## config.mk

```make
export PLATFORM = sky130hd
export DESIGN_NAME = throttled_cpu_load_sampler_unit
export DESIGN_NICKNAME = d
export VERILOG_FILES = /design/src/hdl/tcls_pkg.sv /design/src/hdl/tcls_ctrl.sv /design/src/hdl/tcls_dp.sv /design/src/hdl/throttled_cpu_load_sampler_unit.sv
export SDC_FILE = /design/constraint.sdc
export NUM_CORES = 2
export LEC_CHECK = 0
export BUFFER_PORTS_ARGS = -buffer_cell sky130_fd_sc_hd__buf_2
export CELL_PAD_IN_SITES_DETAIL_PLACEMENT = 1
export CELL_PAD_IN_SITES_GLOBAL_PLACEMENT = 2
export CORE_ASPECT_RATIO = 0.7
export CORE_MARGIN = 5
export CORE_UTILIZATION = 40
export CTS_CLUSTER_SIZE = 40
export DETAILED_ROUTE_END_ITERATION = 7
export PLACE_DENSITY_LB_ADDON = 0.1
export SYNTH_ARGS = -nofsm -noshare
export SYNTH_HDL_FRONTEND = slang
export SYNTH_SLANG_ARGS = --single-unit
```

## constraint.sdc

```tcl
create_clock -name clk -period 7.8 [get_ports clk]
set_input_delay 1.17 -clock clk [delete_from_list [all_inputs] [get_ports clk]]
set_output_delay 1.17 -clock clk [all_outputs]
set_load 0.05 [all_outputs]
```

## src/hdl/tcls_pkg.sv

```systemverilog
`timescale 1ns / 1ps
// ----------------------------------------------------------------------------
// tcls_pkg
// Shared types and constants for the throttled CPU load sampler.
// ----------------------------------------------------------------------------
package tcls_pkg;

    localparam int TIME_W     = 64;
    localparam int INTERVAL_W = 32;
    localparam int DIVIDER_W  = 16;
    localparam int PCT_W      = 7;
    localparam int CFG_IDX_W  = 2;
    localparam int CFG_DATA_W = 32;
    localparam int IN_DATA_W  = 3 * TIME_W;
    localparam int OUT_DATA_W = 8;

    // The product delta * 100 needs 7 bits more than delta.
    localparam int PROD_W     = TIME_W + PCT_W;
    localparam int DIV_STEPS  = PCT_W;
    localparam int DIV_CNT_W  = $clog2(DIV_STEPS);

    localparam logic [INTERVAL_W-1:0] SAMPLE_INTERVAL_RST = 32'd1000000;
    localparam logic [DIVIDER_W-1:0]  CALL_DIVIDER_RST    = 16'd1;
    localparam logic [PCT_W-1:0]      PCT_FULL            = 7'd100;

    // Register indexes on the configuration port.
    localparam logic [CFG_IDX_W-1:0] REG_SAMPLE_INTERVAL = 2'd0;
    localparam logic [CFG_IDX_W-1:0] REG_CALL_DIVIDER    = 2'd1;

    typedef enum logic [6:0] {
        S_IDLE   = 7'b0000001,
        S_DIFF   = 7'b0000010,
        S_DECIDE = 7'b0000100,
        S_MUL1   = 7'b0001000,
        S_MUL2   = 7'b0010000,
        S_DIV    = 7'b0100000,
        S_DONE   = 7'b1000000
    } state_t;

    // Commands from the controller to the datapath.
    typedef struct packed {
        logic load_in;
        logic diff;
        logic decide;
        logic mul1;
        logic mul2;
        logic div_step;
        logic div_last;
        logic out_load;
    } dp_cmd_t;

    // Status from the datapath to the controller.
    typedef struct packed {
        logic go_div;
    } dp_status_t;

endpackage

```

## src/hdl/tcls_ctrl.sv

```systemverilog
`timescale 1ns / 1ps
// ----------------------------------------------------------------------------
// tcls_ctrl
// Sequencer that steps one collect call through the datapath.
// ----------------------------------------------------------------------------
module tcls_ctrl
(
    input  logic                clk,
    input  logic                rst_n,
    input  logic                s_tvalid,
    output logic                s_tready,
    output logic                m_tvalid,
    input  logic                m_tready,
    output tcls_pkg::dp_cmd_t   cmd,
    input  tcls_pkg::dp_status_t status
);
    import tcls_pkg::*;

    state_t               state_reg;
    state_t               state_next;
    logic [DIV_CNT_W-1:0] div_cnt_reg;
    logic [DIV_CNT_W-1:0] div_cnt_next;
    logic                 out_valid_reg;
    logic                 out_valid_next;
    logic                 div_last;
    logic                 out_free;

    assign s_tready = (state_reg == S_IDLE);
    assign m_tvalid = out_valid_reg;
    assign div_last = (div_cnt_reg == DIV_CNT_W'(DIV_STEPS - 1));
    assign out_free = !out_valid_reg || m_tready;

    always_comb
    begin
        state_next   = state_reg;
        div_cnt_next = div_cnt_reg;
        cmd          = '0;
        unique case (state_reg)
            S_IDLE:
            begin
                if (s_tvalid)
                begin
                    cmd.load_in = 1'b1;
                    state_next  = S_DIFF;
                end
            end
            S_DIFF:
            begin
                cmd.diff   = 1'b1;
                state_next = S_DECIDE;
            end
            S_DECIDE:
            begin
                cmd.decide = 1'b1;
                state_next = status.go_div ? S_MUL1 : S_DONE;
            end
            S_MUL1:
            begin
                cmd.mul1   = 1'b1;
                state_next = S_MUL2;
            end
            S_MUL2:
            begin
                cmd.mul2     = 1'b1;
                div_cnt_next = '0;
                state_next   = S_DIV;
            end
            S_DIV:
            begin
                cmd.div_step = 1'b1;
                cmd.div_last = div_last;
                div_cnt_next = div_cnt_reg + 1'b1;
                if (div_last)
                begin
                    state_next = S_DONE;
                end
            end
            S_DONE:
            begin
                if (out_free)
                begin
                    cmd.out_load = 1'b1;
                    state_next   = S_IDLE;
                end
            end
            default:
            begin
                state_next = S_IDLE;
            end
        endcase
    end

    always_comb
    begin
        if (cmd.out_load)
        begin
            out_valid_next = 1'b1;
        end
        else if (m_tready)
        begin
            out_valid_next = 1'b0;
        end
        else
        begin
            out_valid_next = out_valid_reg;
        end
    end

    always_ff @(posedge clk or negedge rst_n)
    begin
        if (!rst_n)
        begin
            state_reg     <= S_IDLE;
            div_cnt_reg   <= '0;
            out_valid_reg <= 1'b0;
        end
        else
        begin
            state_reg     <= state_next;
            div_cnt_reg   <= div_cnt_next;
            out_valid_reg <= out_valid_next;
        end
    end

endmodule

```

## src/hdl/tcls_dp.sv

```systemverilog
`timescale 1ns / 1ps
// ----------------------------------------------------------------------------
// tcls_dp
// Datapath: throttle counter, sample state, product and restoring divider.
// ----------------------------------------------------------------------------
module tcls_dp
(
    input  logic                          clk,
    input  logic                          rst_n,
    input  logic                          cfg_we,
    input  logic [tcls_pkg::CFG_IDX_W-1:0]  cfg_index,
    input  logic [tcls_pkg::CFG_DATA_W-1:0] cfg_data,
    input  logic [tcls_pkg::TIME_W-1:0]   time_now,
    input  logic [tcls_pkg::TIME_W-1:0]   user_busy,
    input  logic [tcls_pkg::TIME_W-1:0]   system_busy,
    input  tcls_pkg::dp_cmd_t             cmd,
    output tcls_pkg::dp_status_t          status,
    output logic [tcls_pkg::PCT_W-1:0]    load_percent,
    output logic                          sampled
);
    import tcls_pkg::*;

    logic [INTERVAL_W-1:0] interval_reg;
    logic [DIVIDER_W-1:0]  divider_reg;

    logic [DIVIDER_W-1:0]  call_count_reg;
    logic                  have_base_reg;
    logic [TIME_W-1:0]     prev_time_reg;
    logic [TIME_W-1:0]     prev_busy_reg;
    logic [PCT_W-1:0]      held_reg;

    logic [TIME_W-1:0]     now_reg;
    logic [TIME_W-1:0]     busy_reg;
    logic [TIME_W-1:0]     elapsed_reg;
    logic [TIME_W-1:0]     delta_reg;
    logic                  pass_reg;
    logic                  sampled_reg;
    logic [PROD_W-1:0]     part_reg;
    logic [TIME_W-1:0]     rem_reg;
    logic [PCT_W-1:0]      low_reg;
    logic [PCT_W-1:0]      quo_reg;
    logic [PCT_W-1:0]      out_pct_reg;
    logic                  out_samp_reg;

    logic [DIVIDER_W-1:0]  count_inc;
    logic                  pass_now;
    logic                  take;
    logic                  saturate;
    logic [PROD_W-1:0]     prod_sum;
    logic [TIME_W:0]       rem_shift;
    logic [TIME_W:0]       rem_sub;
    logic                  rem_ge;

    assign count_inc = call_count_reg + 1'b1;
    assign pass_now  = (count_inc >= divider_reg);

    assign take     = pass_reg
                      && (!have_base_reg || (elapsed_reg > {32'd0, interval_reg}));
    assign saturate = (delta_reg >= elapsed_reg);
    assign status.go_div = take && have_base_reg && !saturate;

    // delta * 100 = delta * 96 + delta * 4, split over the mul1 and mul2 steps.
    assign prod_sum  = part_reg + {5'd0, delta_reg, 2'd0};

    assign rem_shift = {rem_reg, low_reg[PCT_W-1]};
    assign rem_sub   = rem_shift - {1'b0, elapsed_reg};
    assign rem_ge    = (rem_shift >= {1'b0, elapsed_reg});

    assign load_percent = out_pct_reg;
    assign sampled      = out_samp_reg;

    always_ff @(posedge clk or negedge rst_n)
    begin
        if (!rst_n)
        begin
            interval_reg   <= SAMPLE_INTERVAL_RST;
            divider_reg    <= CALL_DIVIDER_RST;
            call_count_reg <= '0;
            have_base_reg  <= 1'b0;
            prev_time_reg  <= '0;
            prev_busy_reg  <= '0;
            held_reg       <= '0;
        end
        else
        begin
            if (cfg_we)
            begin
                unique case (cfg_index)
                    REG_SAMPLE_INTERVAL: interval_reg <= cfg_data;
                    REG_CALL_DIVIDER:    divider_reg  <= cfg_data[DIVIDER_W-1:0];
                    default:             ;
                endcase
            end
            if (cmd.diff)
            begin
                call_count_reg <= pass_now ? (count_inc - divider_reg) : count_inc;
            end
            if (cmd.decide && take)
            begin
                prev_time_reg <= now_reg;
                prev_busy_reg <= busy_reg;
                have_base_reg <= 1'b1;
                if (have_base_reg && saturate)
                begin
                    held_reg <= PCT_FULL;
                end
            end
            if (cmd.div_last)
            begin
                held_reg <= {quo_reg[PCT_W-2:0], rem_ge};
            end
        end
    end

    always_ff @(posedge clk)
    begin
        if (cmd.load_in)
        begin
            now_reg  <= time_now;
            busy_reg <= user_busy + system_busy;
        end
        if (cmd.diff)
        begin
            elapsed_reg <= now_reg - prev_time_reg;
            delta_reg   <= busy_reg - prev_busy_reg;
            pass_reg    <= pass_now;
        end
        if (cmd.decide)
        begin
            sampled_reg <= take;
        end
        if (cmd.mul1)
        begin
            part_reg <= {1'b0, delta_reg, 6'd0} + {2'd0, delta_reg, 5'd0};
        end
        if (cmd.mul2)
        begin
            // The upper part is already below the elapsed time because the
            // quotient is known to be under 128.
            rem_reg <= prod_sum[PROD_W-1:PCT_W];
            low_reg <= prod_sum[PCT_W-1:0];
            quo_reg <= '0;
        end
        if (cmd.div_step)
        begin
            rem_reg <= rem_ge ? rem_sub[TIME_W-1:0] : rem_shift[TIME_W-1:0];
            low_reg <= {low_reg[PCT_W-2:0], 1'b0};
            quo_reg <= {quo_reg[PCT_W-2:0], rem_ge};
        end
        if (cmd.out_load)
        begin
            out_pct_reg  <= held_reg;
            out_samp_reg <= sampled_reg;
        end
    end

endmodule

```

## src/hdl/throttled_cpu_load_sampler_unit.sv

```systemverilog
`timescale 1ns / 1ps
// ----------------------------------------------------------------------------
// throttled_cpu_load_sampler_unit
// Throttled CPU load sampler: turns collect calls into a load percentage.
// ----------------------------------------------------------------------------
//
//  Channel  Dir  Width  Contents
//  s_*      in   192    time_now, user_busy, system_busy (one collect call)
//  m_*      out  8 + 1  load_percent in tdata, sampled flag in tuser
//  cfg_*    in   2 + 32 register index and write data, no read-back
//
//  A word is taken only when the unit is idle. A call that does not take a
//  sample, or whose busy delta reaches the elapsed time, passes through
//  S_DIFF, S_DECIDE and S_DONE after acceptance; a call that computes a new
//  load also passes S_MUL1, S_MUL2 and the restoring divider loop in S_DIV
//  before S_DONE. The output register lets a new word be accepted while the
//  previous result still waits on m_tready; a stalled result only holds the
//  next one back at its final step. Reset is asynchronous, active low, and
//  restores the register defaults (interval 1000000, divider one) and clears
//  the state.
//
module throttled_cpu_load_sampler_unit
(
    input  logic                            clk,
    input  logic                            rst_n,
    // Configuration write port.
    input  logic                            cfg_we,
    input  logic [tcls_pkg::CFG_IDX_W-1:0]  cfg_index,
    input  logic [tcls_pkg::CFG_DATA_W-1:0] cfg_data,
    // Input stream.
    input  logic                            s_tvalid,
    output logic                            s_tready,
    // [63:0] time_now, [127:64] user_busy, [191:128] system_busy
    input  logic [tcls_pkg::IN_DATA_W-1:0]  s_tdata,
    // Output stream.
    output logic                            m_tvalid,
    input  logic                            m_tready,
    // [6:0] load_percent, [7] zero
    output logic [tcls_pkg::OUT_DATA_W-1:0] m_tdata,
    // [0] sampled
    output logic                            m_tuser
);
    import tcls_pkg::*;

    dp_cmd_t          cmd;
    dp_status_t       status;
    logic [PCT_W-1:0] load_percent;

    tcls_ctrl u_ctrl
    (
        .clk      (clk),
        .rst_n    (rst_n),
        .s_tvalid (s_tvalid),
        .s_tready (s_tready),
        .m_tvalid (m_tvalid),
        .m_tready (m_tready),
        .cmd      (cmd),
        .status   (status)
    );

    tcls_dp u_dp
    (
        .clk          (clk),
        .rst_n        (rst_n),
        .cfg_we       (cfg_we),
        .cfg_index    (cfg_index),
        .cfg_data     (cfg_data),
        .time_now     (s_tdata[TIME_W-1:0]),
        .user_busy    (s_tdata[2*TIME_W-1:TIME_W]),
        .system_busy  (s_tdata[3*TIME_W-1:2*TIME_W]),
        .cmd          (cmd),
        .status       (status),
        .load_percent (load_percent),
        .sampled      (m_tuser)
    );

    // The load fills the low seven bits; the top bit pads the byte.
    assign m_tdata = {1'b0, load_percent};

endmodule

```

# Word-level counts from Yosys, hierarchy flattened
# Index checks and enable logic that the tools add are counted.
# op_classes
addsub	9
order_cmp	4
n_eq_ne	12
mux	28
n_reduce_logical	20
# op_table
cell	count
2-to-1 mux 64 bit	3
subtractor 64 bit	3
adder 70 x 69 -> 71 bit	1
adder 71 x 66 -> 71 bit	1
>= comparator 65 x 64 -> 1 bit	1
adder 64 bit	1
>= comparator 64 bit	1
> comparator 64 x 32 -> 1 bit	1
2-to-1 mux 7 bit	9
case mux 7 bit (7 select lines)	1
adder 16 x 1 -> 16 bit, second input constant	1
>= comparator 16 bit	1
2-to-1 mux 16 bit	1
subtractor 16 bit	1
2-to-1 mux 6 bit	2
2-to-1 mux 1 bit	10
nonzero test 2 bit	5
equality test 7 x 1 -> 1 bit, second input constant	1
equality test 7 x 2 -> 1 bit, second input constant	1
equality test 7 x 3 -> 1 bit, second input constant	1
equality test 7 x 4 -> 1 bit, second input constant	1
equality test 7 x 5 -> 1 bit, second input constant	1
equality test 7 x 6 -> 1 bit, second input constant	1
equality test 7 bit, second input constant	1
other kinds (13)	23
# word_totals
reg_bits	625
in_bits	231
output_inout_bits	11
word_cells	96

# Longest topological paths before layout
# depth
word_depth	7
ltp_mapped	22
mapped_depth_nobuf	19

# By module
# Synthesis repeated with hierarchy kept, for this count alone.
# unflattened
hier_cells	5111
area_unflattened_um2	47005.1
# modules_own_cells
mod	n_inst	cells_per_inst	area_each_um2	seq_area_each_um2
tcls_dp	1	5038	46315.7	17236.5
tcls_ctrl	1	71	678.2	276.5
throttled_cpu_load_sampler_unit	1	2	11.3	0.0

# Worst setup path after synthesis
# OpenSTA, ideal clock, no wires.
# synth_timing
kind	flip-flop to flip-flop
startpoint	reg u_ctrl.state_reg[4]
endpoint	reg u_ctrl.state_reg[0]
setup_time_ns	0.097
t_arrival_ns	6.224
t_required_ns	7.703
path_slack_ns	1.479
path_stages_with_launch	6
n_path_buf	0
period_less_slack_ns	6.321
cell_sequence	dfrtp_1 nor3_1 nand2_1 nor3b_1 or4_1 a21oi_1
# synth_between
elab_chain_len	3
word_cells_on_any_way	12
classes_between	eq/ne (10); mux (1); reduce/logical (1)
# synth_rtl
item	line	text
from (decl)	tcls_ctrl.sv:19	state_t state_reg;
from (signal assigned)	tcls_ctrl.sv:119	state_reg <= state_next;
equality test 7 bit (tied with other cells)	tcls_ctrl.sv:38	unique case (state_reg)
!= test 2 x 1 -> 1 bit (no source line) / != test 2 bit (equally long branches)	-	
AND reduction 3 bit (no source line)	-	
# Parallel ways exist; a longest one is shown, timed or not.
# A chain may end at the register's enable or synchronous reset.

# Final worst setup path
# layout_timing
startpoint	in s_tdata[64] (netlist bit)
endpoint	reg u_dp.busy_reg[62], data pin
# layout_between
elab_chain_len	1
# layout_rtl
item	line	text
from (decl)	throttled_cpu_load_sampler_unit.sv:34	input logic [tcls_pkg::IN_DATA_W-1:0] s_tdata,
adder 64 bit	tcls_dp.sv:120	busy_reg <= user_busy + system_busy;
to (signal assigned)	tcls_dp.sv:120	
to (decl)	tcls_dp.sv:33	logic [TIME_W-1:0] busy_reg;
# Every way passes these cells.

==> metrics.cfg <==
[logic_synthesis]
synth_top_cell_area_share_pct = 26.5
synthFlopType = edfxtp_1
ys_ff_latch = 618
synth.area.top_cells = edfxtp_1 26%, ha_1 13%, dfrtp_1 11%
synth_edf_count = 407
async_flop_share_pct = 34.1
yosys_warnings = 0
synth_top_cell_by_area = edfxtp_1
yosysSeqAreaShare_pct = 37.9
yosysUniqueCellTypes = 88
syn_area_mm2 = 0.0462
synthCells = 5050
postSynthAreaPerCell_um2 = 9.15
syn-num-nets = 5782

[outcome]
status = finished clean

[global_routing]
grt_pass1_vias = 38334
grtUsageMet3_pct = 3.57
grt_pass1_wl_um = 217000
grt_max_degree = 129
gr-max-usage-layer = met2
track_usage_pct = 21.8
use_met1_pct = 32.0
antenna_found_initial = 1
use_met2_pct = 34.4
grt_overflow = 0

[timing]
fin_crit_sh_pct = 71.5
relSlewSlack_pct = 10.2
timing.setup.tns_ns = 0
hold_violations = 0
fmax_mhz = 179
rsz0062_at_grt = false
min_period_ns = 5.58
worstMarginPinSlew_ns = 1.31
finalClockSkew_ns = 0.0292
setup_violations = 0
slew_viol_final = 0

[clock_tree]
cts-hold-fix-buffers = 0
cts_setup_buffers = 0
cts-buffers-inserted = 71
htreeDepth = 3
cts_num_sinks = 618
insertion_delay_ns = 0.65
post_cts_resized = 0
clk_pin_slew_worst_paths_ns = 0.06
cts_tree = yes
clk_path_buf_depth = 3
cts-root-buf = clkbuf_16

[layout]
n_fill_cell = 13256
layout-drive-gt1-share_pct = 8.69
largest_reg_flops = 66
fin_nets = 5935
area_growth_pct = 10.9

[power_and_ir_drop]
p_leak_uw = 0.0218
peakVddDrop_v = 0.000170
power.density_mw_per_mm2 = 343
p_total_uw = 17600

[setup_path]
startpoint_type = primary input
worstPathMaxFanout = 3
cp.arrival_ns = 5.97
rr_worst_depth = 16
slowest_stage = a2111oi_0
path_depth = 16
path_buf_inv = 2
critical_path_required_ns = 8.19
r2r_end = u_dp.rem_reg[60]$_DFFE_PP_
path_class = in -> reg
worst_setup_path_end_kind = flop
critPathMaxStageDelay_ns = 1.18
r2r_start = u_dp.low_reg[6]$_DFFE_PP_
crit_path_cell_trace = buf_2, ha_1, inv_1, fa_1, nor2b_1, o31a_1, o31a_1, o211ai_1, a2111oi_0, o21ai_0, a21oi_1, nor2_1, o311a_1, o21ai_0, a31oi_1, xnor2_1
cpLargestDelayFamily = compound AO/OA/AOI/OAI gates
reg2reg_slack_ns = 2.56

[floorplanning]
floorplan.initialDensity_pct = 40.3
dieArea_mm2 = 0.123
fp-row-count = 104
die_height_um = 294
core_mm2 = 0.115
die-width_um = 416
top_level_ports = 242

[job]
drv_cap = 0

[hold_path]
min_to = u_dp.sampled$_DFFE_PP_
hp-class = reg -> reg
hold_depth = 0
min-delay-start = u_dp.sampled_reg$_DFFE_PP_

[drt]
drc_errors = 0
first_pass_iters = 5
wl_um = 137000
vias = 37812
wl_per_cell_um = 20.1
drt_iter0_markers = 2209
via_per_inst = 5.56
ant_nets = 0

[placed_design]
place.gp.congestion = 0.917
port_buffers = 240
dp_hpwl_um = 107000

-- metal layers --
metal | part of all wire, % | up-vias
li1 | - | 18731
met2 | 44 | 520
met1 | 50 | 18436
met5 | 0.015 | -
met3 | 4.1 | 123
met4 | 1.5 | 2
-- placed cells by master (no fill, tap or decap), drive strengths merged, types with 202 or more instances in the layout --
cell	instances
buf	265
o21ai	434
xnor2	225
a21oi	500
inv	352
edfxtp	407
ha	494
a21o	286
nor2	270
dfrtp	202
nand2	470
-- how the worst max path moves through the flow --
| stage | start | endpoint | slack (ns) |
|---|---|---|---|
| after floorplan | u_ctrl.state_reg[4]$_DFFE_PN0P_ | u_ctrl.state_reg[0]$_DFFE_PN1P_ | 1.48 |
| after global placement | s_tdata[64] | u_dp.busy_reg[62]$_DFFE_PP_ | 1.87 |
| after detailed placement | s_tdata[64] | u_dp.busy_reg[62]$_DFFE_PP_ | 1.78 |
| after CTS | s_tdata[64] | u_dp.busy_reg[62]$_DFFE_PP_ | 2.48 |
| after global routing | s_tdata[64] | u_dp.busy_reg[62]$_DFFE_PP_ | 2.06 |
| final | s_tdata[64] | u_dp.busy_reg[62]$_DFFE_PP_ | 2.22 |
-- power by group --
| part | internal, uW | switching [uW] | total [uW] |
|---|---|---|---|
| combinational | 3580 | 5360 | 8940 |
| clock | 2020 | 1470 | 3490 |
| sequential | 4700 | 470 | 5170 |
| total | 10300 | 7300 | 17600 |
-- Yosys cell counts, types with 13 or more instances --
| library cell | number |
|---|---|
| o31a_1 | 14 |
| a21boi_0 | 15 |
| inv_1 | 349 |
| and3_1 | 52 |
| nand2_1 | 470 |
| o211ai_1 | 20 |
| nor2b_1 | 70 |
| a31oi_1 | 58 |
| a41oi_1 | 14 |
| o21ai_0 | 421 |
| o21ai_1 | 13 |
| o31ai_1 | 25 |
| mux2_2 | 24 |
| and2_1 | 26 |
| nand4_1 | 93 |
| a21oi_1 | 499 |
| dfrtp_1 | 202 |
| nor4_1 | 18 |
| or2_2 | 17 |
| a21o_1 | 286 |
| edfxtp_1 | 407 |
| o21bai_1 | 52 |
| xnor2_1 | 225 |
| a211oi_1 | 76 |
| xor2_1 | 152 |
| clkbuf_1 | 167 |
| nor2_1 | 270 |
| nand3_1 | 93 |
| nand2b_1 | 64 |
| nor3_1 | 68 |
| ha_1 | 494 |
| o21a_1 | 69 |
| or3_1 | 13 |
-- area by class of cell --
class	instances	area (um2)	area share, %
antenna	1	2.50	0.00488
clock buffer	97	2050	4.00
clock inverter	33	327	0.637
inverter	349	1320	2.57
multi-input combinational	3898	26700	52.1
sequential	618	17500	34.2
tap	1537	1920	3.75
timing repair buffer	265	1420	2.78
-- through the flow --
step	setup WS [ns]	util, %	hold WS (ns)	std cells	area, um2
final	2.22	44.7	0.423	6798	51300
after global routing	2.06	44.7	0.432	6797	51300
after CTS	2.48	44.7	0.413	6797	51300
after detailed placement	1.78	42.6	0.409	6667	48900
after global placement	1.87	42.6	0.411	6667	48900
after floorplan	1.48	-	0.400	5050	46200
-- logic make-up after synthesis --
family,count (synthesis),synth area share (%)
compound gates,1687,22.8
simple gates,1298,13.3
flops,618,37.9
buf+inv,534,4.39
fa+ha+maj,501,13.7
xor+xnor,377,7.15
mux,34,0.802
other cells,1,0.00812
Power figures use the tool's default switching activity.
